$ cat src/sv/lfps_pkg.sv
// lfps_pkg: shared types, widths, register indexes and reset values for the
// line follower steering core. Used by every module of the block.
`timescale 1ns / 1ps
package lfps_pkg;

	// widths of the item fields
	localparam int SUM_WIDTH   = 16;
	localparam int SEEN_W      = 5;
	localparam int SPEED_W     = 8;
	localparam int ERR_W       = 3;
	localparam int CASE_W      = 2;
	localparam int GAIN_W      = 12;
	localparam int DERIV_W     = 4;
	localparam int PD_W        = 18;
	localparam int TOT_W       = SUM_WIDTH + 14;
	localparam int CORR_W      = TOT_W - 4;
	localparam int SPD_W       = SUM_WIDTH + 12;
	localparam int IN_TDATA_W  = 8;
	localparam int OUT_TDATA_W = 24;
	localparam int CFG_IDX_W   = 3;
	localparam int CFG_DATA_W  = 12;

	localparam logic [SPEED_W-1:0] SPEED_MAX = 8'd255;

	// register indexes
	localparam logic [CFG_IDX_W-1:0] REG_GAIN_P     = 3'd0;
	localparam logic [CFG_IDX_W-1:0] REG_GAIN_I     = 3'd1;
	localparam logic [CFG_IDX_W-1:0] REG_GAIN_D     = 3'd2;
	localparam logic [CFG_IDX_W-1:0] REG_BASE_SPEED = 3'd3;
	localparam logic [CFG_IDX_W-1:0] REG_MIN_SPEED  = 3'd4;
	localparam logic [CFG_IDX_W-1:0] REG_TURN_BOOST = 3'd5;

	// register reset values
	localparam logic [GAIN_W-1:0]  RST_GAIN_P     = 12'd400;
	localparam logic [GAIN_W-1:0]  RST_GAIN_I     = 12'd0;
	localparam logic [GAIN_W-1:0]  RST_GAIN_D     = 12'd240;
	localparam logic [SPEED_W-1:0] RST_BASE_SPEED = 8'd95;
	localparam logic [SPEED_W-1:0] RST_MIN_SPEED  = 8'd80;
	localparam logic [SPEED_W-1:0] RST_TURN_BOOST = 8'd60;

	// drive case codes
	typedef enum logic [CASE_W-1:0] {
		CASE_PID   = 2'd0,
		CASE_LEFT  = 2'd1,
		CASE_RIGHT = 2'd2,
		CASE_LOST  = 2'd3
	} drive_case_t;

	// controller states
	typedef enum logic [1:0] {
		ST_IDLE,
		ST_MUL,
		ST_ADD,
		ST_SPD
	} state_t;

	// tuning registers as seen by the datapath
	typedef struct packed {
		logic [GAIN_W-1:0]  gain_p;
		logic [GAIN_W-1:0]  gain_i;
		logic [GAIN_W-1:0]  gain_d;
		logic [SPEED_W-1:0] base_speed;
		logic [SPEED_W-1:0] min_speed;
		logic [SPEED_W-1:0] turn_boost;
	} cfg_t;

	// controller to datapath commands
	typedef struct packed {
		logic load;
		logic mul;
		logic add;
		logic emit;
	} cmd_t;

	// datapath to controller status
	typedef struct packed {
		logic out_free;
	} status_t;

endpackage

$ cat src/sv/line_follow_pid_steer_core.sv
// Line follower steering controller: five sensor bits in, two motor speeds out.
// Controller is lfps_ctrl, datapath lfps_dp, registers lfps_cfg (lfps_pkg).
//
// Channels: s_* carries one item per control tick with line_seen in
// s_tdata[4:0]. m_* returns one result item per input item: left and right
// speeds and the steering error in m_tdata, the drive case in m_tuser.
// cfg_* writes one tuning register per handshake (index 0..5: gain_p, gain_i,
// gain_d, base_speed, min_speed, turn_boost); cfg_ready is always high and
// writes are expected only while no tick is in flight.
// Steps: the accepting edge loads the error, then integral multiply,
// correction sum, and speed mix into the output register.
// Flow: the four-step sequencer takes a new item only when back in idle,
// so s_tready is high only while the sequencer is idle.
// The output register lets the next item be accepted while a result waits.
// If m_tready stays low the sequencer holds in its last step and the input
// side stalls once the next result is ready.
// Reset (arst_n low) restores register defaults and clears the integral,
// the previous error and all valid flags.
`timescale 1ns / 1ps
module line_follow_pid_steer_core import lfps_pkg::*; (
	input  logic                   clk,
	input  logic                   arst_n,
	input  logic                   s_tvalid,
	output logic                   s_tready,
	input  logic [IN_TDATA_W-1:0]  s_tdata,   // [4:0] line_seen
	output logic                   m_tvalid,
	input  logic                   m_tready,
	output logic [OUT_TDATA_W-1:0] m_tdata,   // [7:0] left_speed, [15:8] right_speed,
	                                          // [18:16] steer_error
	output logic [CASE_W-1:0]      m_tuser,   // [1:0] drive_case
	input  logic                   cfg_valid,
	output logic                   cfg_ready,
	input  logic [CFG_IDX_W-1:0]   cfg_index,
	input  logic [CFG_DATA_W-1:0]  cfg_data
);

	cfg_t                    cfg;
	cmd_t                    cmd;
	status_t                 status;
	logic [SPEED_W-1:0]      left_speed, right_speed;
	logic [CASE_W-1:0]       drive_case;
	logic signed [ERR_W-1:0] steer_error;

	lfps_cfg u_cfg (
		.clk       (clk),
		.arst_n    (arst_n),
		.cfg_valid (cfg_valid),
		.cfg_ready (cfg_ready),
		.cfg_index (cfg_index),
		.cfg_data  (cfg_data),
		.cfg       (cfg)
	);

	lfps_ctrl u_ctrl (
		.clk      (clk),
		.arst_n   (arst_n),
		.s_tvalid (s_tvalid),
		.s_tready (s_tready),
		.status   (status),
		.cmd      (cmd)
	);

	lfps_dp u_dp (
		.clk         (clk),
		.arst_n      (arst_n),
		.cfg         (cfg),
		.cmd         (cmd),
		.status      (status),
		.line_seen   (s_tdata[SEEN_W-1:0]),
		.m_tvalid    (m_tvalid),
		.m_tready    (m_tready),
		.left_speed  (left_speed),
		.right_speed (right_speed),
		.drive_case  (drive_case),
		.steer_error (steer_error)
	);

	// pack result fields, upper bits zero
	assign m_tdata = {{(OUT_TDATA_W - 2*SPEED_W - ERR_W){1'b0}},
	                  steer_error, right_speed, left_speed};
	assign m_tuser = drive_case;

endmodule

$ cat src/sv/lfps_cfg.sv
// lfps_cfg: tuning register file written over the configuration channel.
// Depends on lfps_pkg for register indexes and reset values.
`timescale 1ns / 1ps
module lfps_cfg import lfps_pkg::*; (
	input  logic                  clk,
	input  logic                  arst_n,
	input  logic                  cfg_valid,
	output logic                  cfg_ready,
	input  logic [CFG_IDX_W-1:0]  cfg_index,
	input  logic [CFG_DATA_W-1:0] cfg_data,
	output cfg_t                  cfg
);

	cfg_t cfg_q;
	logic wr;

	assign cfg_ready = 1'b1;
	assign wr        = cfg_valid & cfg_ready;
	assign cfg       = cfg_q;

	// register writes, unknown indexes ignored
	always_ff @(posedge clk or negedge arst_n) begin
		if (!arst_n) begin
			cfg_q.gain_p     <= RST_GAIN_P;
			cfg_q.gain_i     <= RST_GAIN_I;
			cfg_q.gain_d     <= RST_GAIN_D;
			cfg_q.base_speed <= RST_BASE_SPEED;
			cfg_q.min_speed  <= RST_MIN_SPEED;
			cfg_q.turn_boost <= RST_TURN_BOOST;
		end else if (wr) begin
			unique case (cfg_index)
				REG_GAIN_P:     cfg_q.gain_p     <= cfg_data;
				REG_GAIN_I:     cfg_q.gain_i     <= cfg_data;
				REG_GAIN_D:     cfg_q.gain_d     <= cfg_data;
				REG_BASE_SPEED: cfg_q.base_speed <= cfg_data[SPEED_W-1:0];
				REG_MIN_SPEED:  cfg_q.min_speed  <= cfg_data[SPEED_W-1:0];
				REG_TURN_BOOST: cfg_q.turn_boost <= cfg_data[SPEED_W-1:0];
				default: ;
			endcase
		end
	end

endmodule

$ cat src/sv/lfps_ctrl.sv
// lfps_ctrl: sequencer for one control tick (load, multiply, add, speeds).
// Depends on lfps_pkg for the state, command and status types.
`timescale 1ns / 1ps
module lfps_ctrl import lfps_pkg::*; (
	input  logic    clk,
	input  logic    arst_n,
	input  logic    s_tvalid,
	output logic    s_tready,
	input  status_t status,
	output cmd_t    cmd
);

	state_t state_q, state_d;

	// state register
	always_ff @(posedge clk or negedge arst_n) begin
		if (!arst_n) begin
			state_q <= ST_IDLE;
		end else begin
			state_q <= state_d;
		end
	end

	// next state
	always_comb begin
		state_d = state_q;
		unique case (state_q)
			ST_IDLE: if (s_tvalid) state_d = ST_MUL;
			ST_MUL:  state_d = ST_ADD;
			ST_ADD:  state_d = ST_SPD;
			ST_SPD:  if (status.out_free) state_d = ST_IDLE;
			default: state_d = ST_IDLE;
		endcase
	end

	// commands
	always_comb begin
		s_tready = 1'b0;
		cmd      = '0;
		unique case (state_q)
			ST_IDLE: begin
				s_tready = 1'b1;
				cmd.load = s_tvalid;
			end
			ST_MUL:  cmd.mul = 1'b1;
			ST_ADD:  cmd.add = 1'b1;
			ST_SPD:  cmd.emit = status.out_free;
			default: ;
		endcase
	end

endmodule

$ cat src/sv/lfps_dp.sv
// lfps_dp: error decode, integral and derivative state, PID products,
// speed mixing and clamping, and the output register.
// Depends on lfps_pkg; driven by lfps_ctrl commands.
`timescale 1ns / 1ps
module lfps_dp import lfps_pkg::*; (
	input  logic                   clk,
	input  logic                   arst_n,
	input  cfg_t                   cfg,
	input  cmd_t                   cmd,
	output status_t                status,
	input  logic [SEEN_W-1:0]      line_seen,
	output logic                   m_tvalid,
	input  logic                   m_tready,
	output logic [SPEED_W-1:0]     left_speed,
	output logic [SPEED_W-1:0]     right_speed,
	output logic [CASE_W-1:0]      drive_case,
	output logic signed [ERR_W-1:0] steer_error
);

	// state and step registers
	logic signed [ERR_W-1:0]     last_err_q;
	logic signed [SUM_WIDTH-1:0] sum_q;
	logic signed [ERR_W-1:0]     err_q;
	logic signed [DERIV_W-1:0]   deriv_q;
	drive_case_t                 case_q;
	logic signed [TOT_W-1:0]     prod_i_q;
	logic signed [PD_W-1:0]      pd_q;
	logic signed [CORR_W-1:0]    corr_q;
	logic                        out_valid_q;
	logic [SPEED_W-1:0]          left_q, right_q;
	logic [CASE_W-1:0]           case_out_q;
	logic signed [ERR_W-1:0]     err_out_q;

	logic signed [ERR_W-1:0]     err_d;
	drive_case_t                 case_d;
	logic                        pid_d;
	logic signed [DERIV_W-1:0]   deriv_d;
	logic signed [SUM_WIDTH:0]   sum_ext;
	logic signed [SUM_WIDTH-1:0] sum_d;
	logic signed [SUM_WIDTH+12:0] prod_i_d;
	logic signed [PD_W-1:0]      gp_x, gd_x, pe_d, de_d;
	logic signed [TOT_W-1:0]     total_d, total_adj;
	logic signed [SPD_W-1:0]     base_x, boost_x, corr_x, ls_d, rs_d;
	logic [SPEED_W-1:0]          left_d, right_d;

	// clamp a mixed speed to min_speed..255
	function automatic logic [SPEED_W-1:0] clamp_speed(
		input logic signed [SPD_W-1:0] v,
		input logic [SPEED_W-1:0]      lo
	);
		logic [SPEED_W-1:0] r;
		if (v > SPD_W'($signed({1'b0, SPEED_MAX}))) begin
			r = SPEED_MAX;
		end else if (v < SPD_W'($signed({1'b0, lo}))) begin
			r = lo;
		end else begin
			r = v[SPEED_W-1:0];
		end
		return r;
	endfunction

	// error decode: only the three inner sensors reach the pid path
	always_comb begin
		err_d  = '0;
		case_d = CASE_PID;
		pid_d  = 1'b1;
		if (line_seen[0]) begin
			case_d = CASE_LEFT;
			pid_d  = 1'b0;
		end else if (line_seen[SEEN_W-1]) begin
			case_d = CASE_RIGHT;
			pid_d  = 1'b0;
		end else begin
			case (line_seen[3:1])
				3'b000: begin
					case_d = CASE_LOST;
					err_d  = (last_err_q > 3'sd0) ? -3'sd2 : 3'sd2;
				end
				3'b001:  err_d = 3'sd1;
				3'b100:  err_d = -3'sd1;
				default: err_d = 3'sd0;
			endcase
		end
	end

	// saturating integral and derivative
	always_comb begin
		sum_ext = {sum_q[SUM_WIDTH-1], sum_q} + (SUM_WIDTH+1)'(err_d);
		if (sum_ext[SUM_WIDTH] != sum_ext[SUM_WIDTH-1]) begin
			sum_d = sum_ext[SUM_WIDTH] ? {1'b1, {(SUM_WIDTH-1){1'b0}}}
			                           : {1'b0, {(SUM_WIDTH-1){1'b1}}};
		end else begin
			sum_d = sum_ext[SUM_WIDTH-1:0];
		end
		deriv_d = DERIV_W'(err_d) - DERIV_W'(last_err_q);
	end

	// load step: state update only on pid ticks
	always_ff @(posedge clk or negedge arst_n) begin
		if (!arst_n) begin
			last_err_q <= '0;
			sum_q      <= '0;
		end else if (cmd.load && pid_d) begin
			last_err_q <= err_d;
			sum_q      <= sum_d;
		end
	end

	always_ff @(posedge clk) begin
		if (cmd.load) begin
			err_q   <= err_d;
			deriv_q <= deriv_d;
			case_q  <= case_d;
		end
	end

	// products: one wide multiply for the integral term
	always_comb begin
		prod_i_d = $signed({1'b0, cfg.gain_i}) * sum_q;
		gp_x     = $signed(PD_W'(cfg.gain_p));
		gd_x     = $signed(PD_W'(cfg.gain_d));
		pe_d     = gp_x * PD_W'(err_q);
		de_d     = gd_x * PD_W'(deriv_q);
	end

	always_ff @(posedge clk) begin
		if (cmd.mul) begin
			prod_i_q <= TOT_W'(prod_i_d);
			pd_q     <= pe_d + de_d;
		end
	end

	// sum and divide by 16 truncating toward zero
	always_comb begin
		total_d   = prod_i_q + TOT_W'(pd_q);
		total_adj = total_d + (total_d[TOT_W-1] ? TOT_W'(15) : TOT_W'(0));
	end

	always_ff @(posedge clk) begin
		if (cmd.add) begin
			corr_q <= total_adj[TOT_W-1:4];
		end
	end

	// speed mixing, turn boost and clamp
	always_comb begin
		base_x  = SPD_W'($signed({1'b0, cfg.base_speed}));
		boost_x = SPD_W'($signed({1'b0, cfg.turn_boost}));
		corr_x  = SPD_W'(corr_q);
		ls_d    = base_x - corr_x;
		rs_d    = base_x + corr_x;
		if (err_q == -3'sd2) begin
			ls_d = ls_d - boost_x;
			rs_d = rs_d + boost_x;
		end else if (err_q == 3'sd2) begin
			ls_d = ls_d + boost_x;
			rs_d = rs_d - boost_x;
		end
		case (case_q)
			CASE_LEFT: begin
				left_d  = cfg.min_speed;
				right_d = SPEED_MAX;
			end
			CASE_RIGHT: begin
				left_d  = SPEED_MAX;
				right_d = cfg.min_speed;
			end
			default: begin
				left_d  = clamp_speed(ls_d, cfg.min_speed);
				right_d = clamp_speed(rs_d, cfg.min_speed);
			end
		endcase
	end

	// output register
	always_ff @(posedge clk or negedge arst_n) begin
		if (!arst_n) begin
			out_valid_q <= 1'b0;
		end else if (cmd.emit) begin
			out_valid_q <= 1'b1;
		end else if (m_tready) begin
			out_valid_q <= 1'b0;
		end
	end

	always_ff @(posedge clk) begin
		if (cmd.emit) begin
			left_q     <= left_d;
			right_q    <= right_d;
			case_out_q <= case_q;
			err_out_q  <= err_q;
		end
	end

	assign status.out_free = !out_valid_q || m_tready;
	assign m_tvalid        = out_valid_q;
	assign left_speed      = left_q;
	assign right_speed     = right_q;
	assign drive_case      = case_out_q;
	assign steer_error     = err_out_q;

	// checks
	a_emit_valid: assert property (@(posedge clk) disable iff (!arst_n)
		cmd.emit |=> m_tvalid)
		else $error("result not presented after emit");

	a_sum_hold: assert property (@(posedge clk) disable iff (!arst_n)
		!cmd.load |=> $stable(sum_q))
		else $error("integral changed outside a load");

	a_sharp_hold: assert property (@(posedge clk) disable iff (!arst_n)
		(cmd.load && (line_seen[0] || line_seen[SEEN_W-1])) |=>
		($stable(last_err_q) && $stable(sum_q)))
		else $error("sharp turn changed pid state");

	a_err_range: assert property (@(posedge clk) disable iff (!arst_n)
		(last_err_q != 3'sd3) && (last_err_q != -3'sd3) && (last_err_q != -3'sd4))
		else $error("last error out of range");

endmodule

$ cat config.mk
export PLATFORM = sky130hd
export DESIGN_NAME = line_follow_pid_steer_core
export DESIGN_NICKNAME = d
export VERILOG_FILES = /design/src/sv/lfps_pkg.sv /design/src/sv/line_follow_pid_steer_core.sv /design/src/sv/lfps_cfg.sv /design/src/sv/lfps_ctrl.sv /design/src/sv/lfps_dp.sv
export SDC_FILE = /design/constraint.sdc
export NUM_CORES = 1
export LEC_CHECK = 0
export BUFFER_PORTS_ARGS = -buffer_cell sky130_fd_sc_hd__buf_2
export CORE_ASPECT_RATIO = 0.7
export CORE_MARGIN = 2
export CORE_UTILIZATION = 25
export CTS_CLUSTER_DIAMETER = 50
export DETAILED_ROUTE_END_ITERATION = 10
export GPL_TIMING_DRIVEN = 1
export PLACE_DENSITY = 0.42
export SYNTH_ARGS = -nofsm -noshare
export SYNTH_HDL_FRONTEND = slang
export SYNTH_SLANG_ARGS = --single-unit
$ cat constraint.sdc
create_clock -name clk -period 8.9 [get_ports clk]
set_input_delay 1.335 -clock clk [delete_from_list [all_inputs] [get_ports clk]]
set_output_delay 1.335 -clock clk [all_outputs]
set_load 0.01 [all_outputs]
==> impl_metrics.json, run 1 <==
{
  "synthFlopType": "edfxtp_1",
  "layout_commonest_cell": "inv_1",
  "ios": 57,
  "drv_cap": 0,
  "setup_violations": 0,
  "synth_cells": 2830,
  "die-area_um2": 104000,
  "coreArea_um2": 100000,
  "async_flop_share": 0.443,
  "synth_top_area_share": 0.174,
  "wire_per_inst_um": 16.6,
  "holdBufCountCts": 0,
  "r2r-start": "u_cfg.cfg[39]$_DFFE_PN0P_",
  "finalSetupTns_ns": 0,
  "seq_area_frac_synth": 0.204,
  "cts_made_buffers": 17,
  "hold_depth": 2,
  "cts_root_buffer": "clkbuf_16",
  "mostFrequentLayoutCells": "inv_1, nand2_1, ha_1, fa_1, nor2_1",
  "hpwl_um": 56800,
  "clockBufferDepth": 2,
  "ys_warn_count": 0,
  "cts.sinks": 185,
  "wl_met2_um": 25800,
  "end_kind": "register",
  "regArea_um2": 5170,
  "drv_slew": 0,
  "fin_crit_ns": 6.83,
  "cts_tree": "done",
  "clkLatencyLatePin_ns": 0.48,
  "synth_area_per_cell_um2": 8.97,
  "synth_edf_count": 103,
  "hold_violations": 0,
  "top_layer": "met4",
  "post_cts_buffers": 0,
  "fin_nets": 3333,
  "outcome": "completed",
  "worstMarginPinSlew_ns": 1.10,
  "r2r_end": "u_dp.prod_i_q[28]$_DFFE_PN_",
  "synth_top_area_cell": "fa_1",
  "grt_overflow": 0,
  "num_rows": 97,
  "slew_headroom": 0.270,
  "die_y_um": 271,
  "wl_met1_um": 40000,
  "startpoint_type": "register",
  "hp-class": "register to register",
  "grt_use_total": 0.136,
  "vias_per_cell": 4.54,
  "r2r_cells": 23,
  "start_util": 0.253,
  "worstPathRequired_ns": 9.11,
  "grt_pass1_vias": 19100,
  "fp.dieW_um": 385,
  "r2r_slack_ns": 2.07,
  "ant_nets": 0,
  "skew_ns": 0.0235,
  "grt_setup_unrepaired": "no",
  "multi_input_area_um2": 18500,
  "wirelength_um": 69200,
  "postCtsResizedCells": 0,
  "synthTopCellsByArea": "fa_1, ha_1, edfxtp_1, dfrtp_1, inv_1",
  "fill_cells": 10800,
  "fin_crit_sh": 0.768,
  "grt_pass1_wl_um": 112000,
  "crit_fanout": 17,
  "port_buffers": 47,
  "gp_congestion": 0.828,
  "hold_path_startpoint": "u_dp.last_err_q[2]$_DFFE_PN0P_",
  "area_growth_pct": 9.00,
  "ys_ff_latch": 185,
  "dr_wl_met3_um": 3060,
  "critPathKind": "register to register",
  "critPathArrivalTime_ns": 7.04,
  "vias": 18900,
  "htreeDepth": 4,
  "holdPathEnd": "u_dp.last_err_q[2]$_DFFE_PN0P_",
  "grt_max_degree": 53,
  "antenna_found_initial": 6,
  "max_freq_mhz": 146,
  "first_iter_violations": 1213,
  "path_clk_slew_ns": 0.08,
  "syn_area_um2": 25400,
  "yosysUniqueCellTypes": 99,
  "drive_gt1_frac": 0.0801,
  "dr.pass1.iters": 5,
  "drc": 0
}
[per-layer routing]
metal  vias to the layer above  global-route usage
met5                         -                   0
met4                         0              0.0147
met3                        20              0.0247
met2                       273               0.182
met1                      9058               0.225
li1                       9585                   -
[final cells by class]
cell class                 instances  share of cell area
multi-input combinational       2187               0.668
sequential                       185               0.187
tap                             1336              0.0604
inverter                         363              0.0492
clock buffer                      19              0.0156
timing repair buffer              68              0.0143
clock inverter                    13             0.00592
antenna                            1           0.0000904
[critical path, stage by stage (launching register included)]
cell and delay, ns:
dfrtp_1 0.70, nand2_1 0.16, fa_1 0.55, inv_1 0.05, fa_1 0.48, ha_1 0.32, ha_1 0.29, inv_1 0.05
fa_1 0.53, inv_1 0.07, fa_1 0.46, a21o_1 0.17, a21o_1 0.20, a21oi_1 0.19, o21a_1 0.17, o21ai_0 0.12
o41a_1 0.37, a21o_1 0.21, a41o_1 0.26, o31a_1 0.26, a311oi_1 0.49, o21ai_0 0.16, a21oi_1 0.19, xnor2_1 0.11
[stage by stage]
step           instances  worst slack, ns   util  instance area (µm²)  hold WS [ns]
2_1_floorplan       2834             2.49      -                25400         0.454
3_3_place_gp        4139             2.00  0.270                27100         0.489
3_5_place_dp        4139             2.00  0.270                27100         0.499
4_1_cts             4171             1.96  0.276                27700         0.517
5_1_grt             4171             1.48  0.276                27700         0.546
6_report            4172             2.07  0.276                27700         0.515
[worst max path at each step]
stage / start / to / slack [ns] / cells after the start
after floorplan: u_cfg.cfg[39]$_DFFE_PN0P_ / u_dp.prod_i_q[28]$_DFFE_PN_ / 2.49 / 26
after global placement: u_cfg.cfg[39]$_DFFE_PN0P_ / u_dp.prod_i_q[28]$_DFFE_PN_ / 2.00 / 23
after detailed placement: u_cfg.cfg[39]$_DFFE_PN0P_ / u_dp.prod_i_q[28]$_DFFE_PN_ / 2.00 / 23
after CTS: u_cfg.cfg[39]$_DFFE_PN0P_ / u_dp.prod_i_q[28]$_DFFE_PN_ / 1.96 / 23
after global routing: u_cfg.cfg[39]$_DFFE_PN0P_ / u_dp.prod_i_q[28]$_DFFE_PN_ / 1.48 / 23
final: u_cfg.cfg[39]$_DFFE_PN0P_ / u_dp.prod_i_q[28]$_DFFE_PN_ / 2.07 / 23
[synthesized netlist by cell type, types with 50 or more instances]
| library cell | count |
|---|---|
| mux2_2 | 56 |
| dfrtp_1 | 63 |
| nand2_1 | 261 |
| nor3_1 | 53 |
| a21oi_1 | 141 |
| inv_1 | 359 |
| xnor2_1 | 124 |
| clkbuf_1 | 78 |
| fa_1 | 221 |
| nor2_1 | 166 |
| edfxtp_1 | 103 |
| and2_1 | 140 |
| nand2b_1 | 50 |
| o21ai_0 | 110 |
| xor2_1 | 76 |
| ha_1 | 262 |
[sequential cells by signal, indices dropped and copies added, names as in the netlist]
register / cells
u_cfg.cfg: 60
u_dp.prod_i_q: 29
u_dp.corr_q: 26
u_dp.pd_q: 18
u_dp.sum_q: 16
u_dp.left_speed: 8
u_dp.right_speed: 8
u_dp.deriv_q: 4
u_dp.err_q: 3
u_dp.last_err_q: 3
u_dp.steer_error: 3
u_ctrl.state_q: 2
u_dp.case_q: 2
u_dp.drive_case: 2
u_dp.m_tvalid: 1
[kinds of logic after synthesis]
group,Yosys count,share of synthesized area
simple gates,884,0.178
compound gates,531,0.141
fa+ha+maj,495,0.308
buf+inv,462,0.0702
xor+xnor,200,0.0690
flops,185,0.204
mux,71,0.0309
other cells,2,0.000296
Power of run 1 is left out: the tool's default activity adds up to more than one toggle a clock period on the data nets, which glitch-free logic cannot reach.
==> inputs of run 2 (changes only) <==
--- a/config.mk
+++ b/config.mk
@@ -12,7 +12,7 @@
 export CTS_CLUSTER_DIAMETER = 50
 export DETAILED_ROUTE_END_ITERATION = 10
 export GPL_TIMING_DRIVEN = 1
-export PLACE_DENSITY = 0.42
+export PLACE_DENSITY = 0.43
 export SYNTH_ARGS = -nofsm -noshare
 export SYNTH_HDL_FRONTEND = slang
 export SYNTH_SLANG_ARGS = --single-unit
==> constraint.sdc (replaced) <==
create_clock -name clk -period 5.9 [get_ports clk]
set_input_delay 0.885 -clock clk [delete_from_list [all_inputs] [get_ports clk]]
set_output_delay 0.885 -clock clk [all_outputs]
set_load 0.01 [all_outputs]
==> run 2 against run 1 <==
  * The run now ends with setup timing left
  * Hold slack got worse by 0.11 ns
  * Critical path depth unchanged
  * Clock skew is 0.0061 ns higher
  * Global-route usage grew 0.39 points
  * Highest routed layer unchanged
==> impl_metrics.json, run 2 (synthesis results as in run 1) <==
{
  "outcome": "finished with violations",
  "violations": "setup timing",
  "grt_max_degree": 48,
  "area_growth_pct": 18.2,
  "worstMarginPinSlew_ns": 1.09,
  "cp-startpoint": "u_cfg.cfg[39]$_DFFE_PN0P_",
  "hold_violations": 0,
  "cts_made_buffers": 17,
  "grt_overflow": 0,
  "startpoint_type": "register",
  "setup_violations": 3,
  "cts_tree": "done",
  "r2r_slack_ns": -0.11,
  "worstPathRequired_ns": 6.11,
  "drive_gt1_frac": 0.181,
  "die-area_um2": 104000,
  "slew_headroom": 0.276,
  "largest_reg_flops": 60,
  "skew_ns": 0.0296,
  "grt_pass1_wl_um": 115000,
  "hpwl_um": 59100,
  "gp_congestion": 0.825,
  "max_freq_mhz": 166,
  "setup_slack_ns": -0.113,
  "first_iter_violations": 1065,
  "finalSetupTns_ns": -0.247,
  "grt_use_total": 0.140,
  "r2r-start": "u_cfg.cfg[39]$_DFFE_PN0P_",
  "fin_nets": 3557,
  "crit_fanout": 6,
  "mostFrequentLayoutCells": "inv_1, nand2_1, ha_1, buf_4, fa_1",
  "layout_commonest_cell": "inv_1",
  "critPathKind": "register to register",
  "drv_cap": 0,
  "fp.dieW_um": 385,
  "vias_per_cell": 4.49,
  "die_y_um": 271,
  "holdBufCountCts": 0,
  "wirelength_um": 71200,
  "r2r_end": "u_dp.prod_i_q[26]$_DFFE_PN_",
  "wire_per_inst_um": 16.2,
  "fin_crit_sh": 1.02,
  "antenna_found_initial": 1,
  "end_kind": "register",
  "crit_path_end": "u_dp.prod_i_q[26]$_DFFE_PN_",
  "hp-class": "primary input to async pin",
  "cts.sinks": 185,
  "num_rows": 97,
  "drc": 0,
  "r2r_cells": 23,
  "ant_nets": 0,
  "grt_setup_unrepaired": "yes",
  "grt_pass1_vias": 20100,
  "port_buffers": 47,
  "start_util": 0.253,
  "coreArea_um2": 100000,
  "htreeDepth": 4,
  "path_clk_slew_ns": 0.08,
  "critPathArrivalTime_ns": 6.22,
  "dr.pass1.iters": 5,
  "clockBufferDepth": 2,
  "drv_slew": 0,
  "ios": 57,
  "diodes": 0,
  "cts_root_buffer": "clkbuf_16",
  "vias": 19800,
  "fin_crit_ns": 6.01,
  "clkLatencyLatePin_ns": 0.48
}
run 2: cell count changes in the layout (fill, tap and decap cells not counted), sizes merged:
cell,previous run,this run
buf,68,292
clkinv,6,9
inv,367,365
bufinv,2,1
clkbuf,19,20
clkinvlp,1,0
diode,1,0
run 2: timing repair:
item | 4_1_cts | 5_1_grt
gates resized for setup | 48 | 77
endpoints found under the setup margin | 11 | 23
pin swaps | 53 | 67
gates cloned | 1 | 0
setup buffers | 19 | 15
run 2: metal layers:
layer	global-route usage	wire length, µm	vias to the layer above
met2	0.189	27100	298
met1	0.226	40100	9376
met3	0.0242	3240	25
met5	0	0	-
li1	-	-	10100
met4	0.0254	748	0
run 2: critical path, cell delays in order (launching register included):
cell	delay (ns)
dfrtp_2	0.43
buf_12	0.14
buf_4	0.11
nand2_2	0.04
fa_1	0.47
inv_1	0.05
fa_1	0.45
fa_1	0.49
inv_1	0.05
fa_1	0.56
inv_1	0.06
fa_1	0.53
ha_4	0.21
and2_4	0.14
o21ai_2	0.14
o21ai_2	0.08
o41a_1	0.39
a21o_1	0.19
a41o_1	0.20
o31a_1	0.31
a311oi_2	0.35
o21bai_1	0.14
a21oi_2	0.14
xnor2_1	0.08
run 2: metrics by stage:
| step | instances | worst slack (ns) | instance area (µm²) | hold WS [ns] | util |
|---|---|---|---|---|---|
| 6_report | 4395 | -0.113 | 30000 | 0.405 | 0.299 |
| 5_1_grt | 4395 | -0.340 | 30000 | 0.441 | 0.299 |
| 4_1_cts | 4381 | -0.152 | 29600 | 0.409 | 0.295 |
| 3_5_place_dp | 4329 | -0.337 | 28600 | 0.507 | 0.285 |
| 3_3_place_gp | 4329 | -0.281 | 28600 | 0.494 | 0.285 |
| 2_1_floorplan | 2834 | 0.0265 | 25600 | 0.454 | - |
run 2: how the worst min path moves through the flow:
stage / from / endpoint / slack [ns] / depth (start not counted)
6_report: arst_n / u_dp.sum_q[15]$_DFFE_PN0P_ / 0.41 / 1
4_1_cts: arst_n / u_dp.sum_q[15]$_DFFE_PN0P_ / 0.41 / 1
3_3_place_gp: u_dp.last_err_q[2]$_DFFE_PN0P_ / u_dp.last_err_q[2]$_DFFE_PN0P_ / 0.49 / 2
2_1_floorplan: u_dp.case_q[1]$_SDFFCE_PP0P_ / u_dp.drive_case[1]$_DFFE_PP_ / 0.45 / 0
3_5_place_dp: u_dp.last_err_q[0]$_DFFE_PN0P_ / u_dp.last_err_q[0]$_DFFE_PN0P_ / 0.51 / 2
5_1_grt: arst_n / u_dp.sum_q[14]$_DFFE_PN0P_ / 0.44 / 1
run 2: final cells by class:
| cell class | count | area [µm²] |
|---|---|---|
| Clock buffer | 20 | 437 |
| Clock inverter | 12 | 118 |
| Fill cell | 10600 | 70300 |
| Inverter | 363 | 1360 |
| Multi-Input combinational cell | 2187 | 19000 |
| Sequential cell | 185 | 5180 |
| Tap cell | 1336 | 1670 |
| Timing Repair Buffer | 292 | 2250 |
Power of run 2 is left out for the same reason.
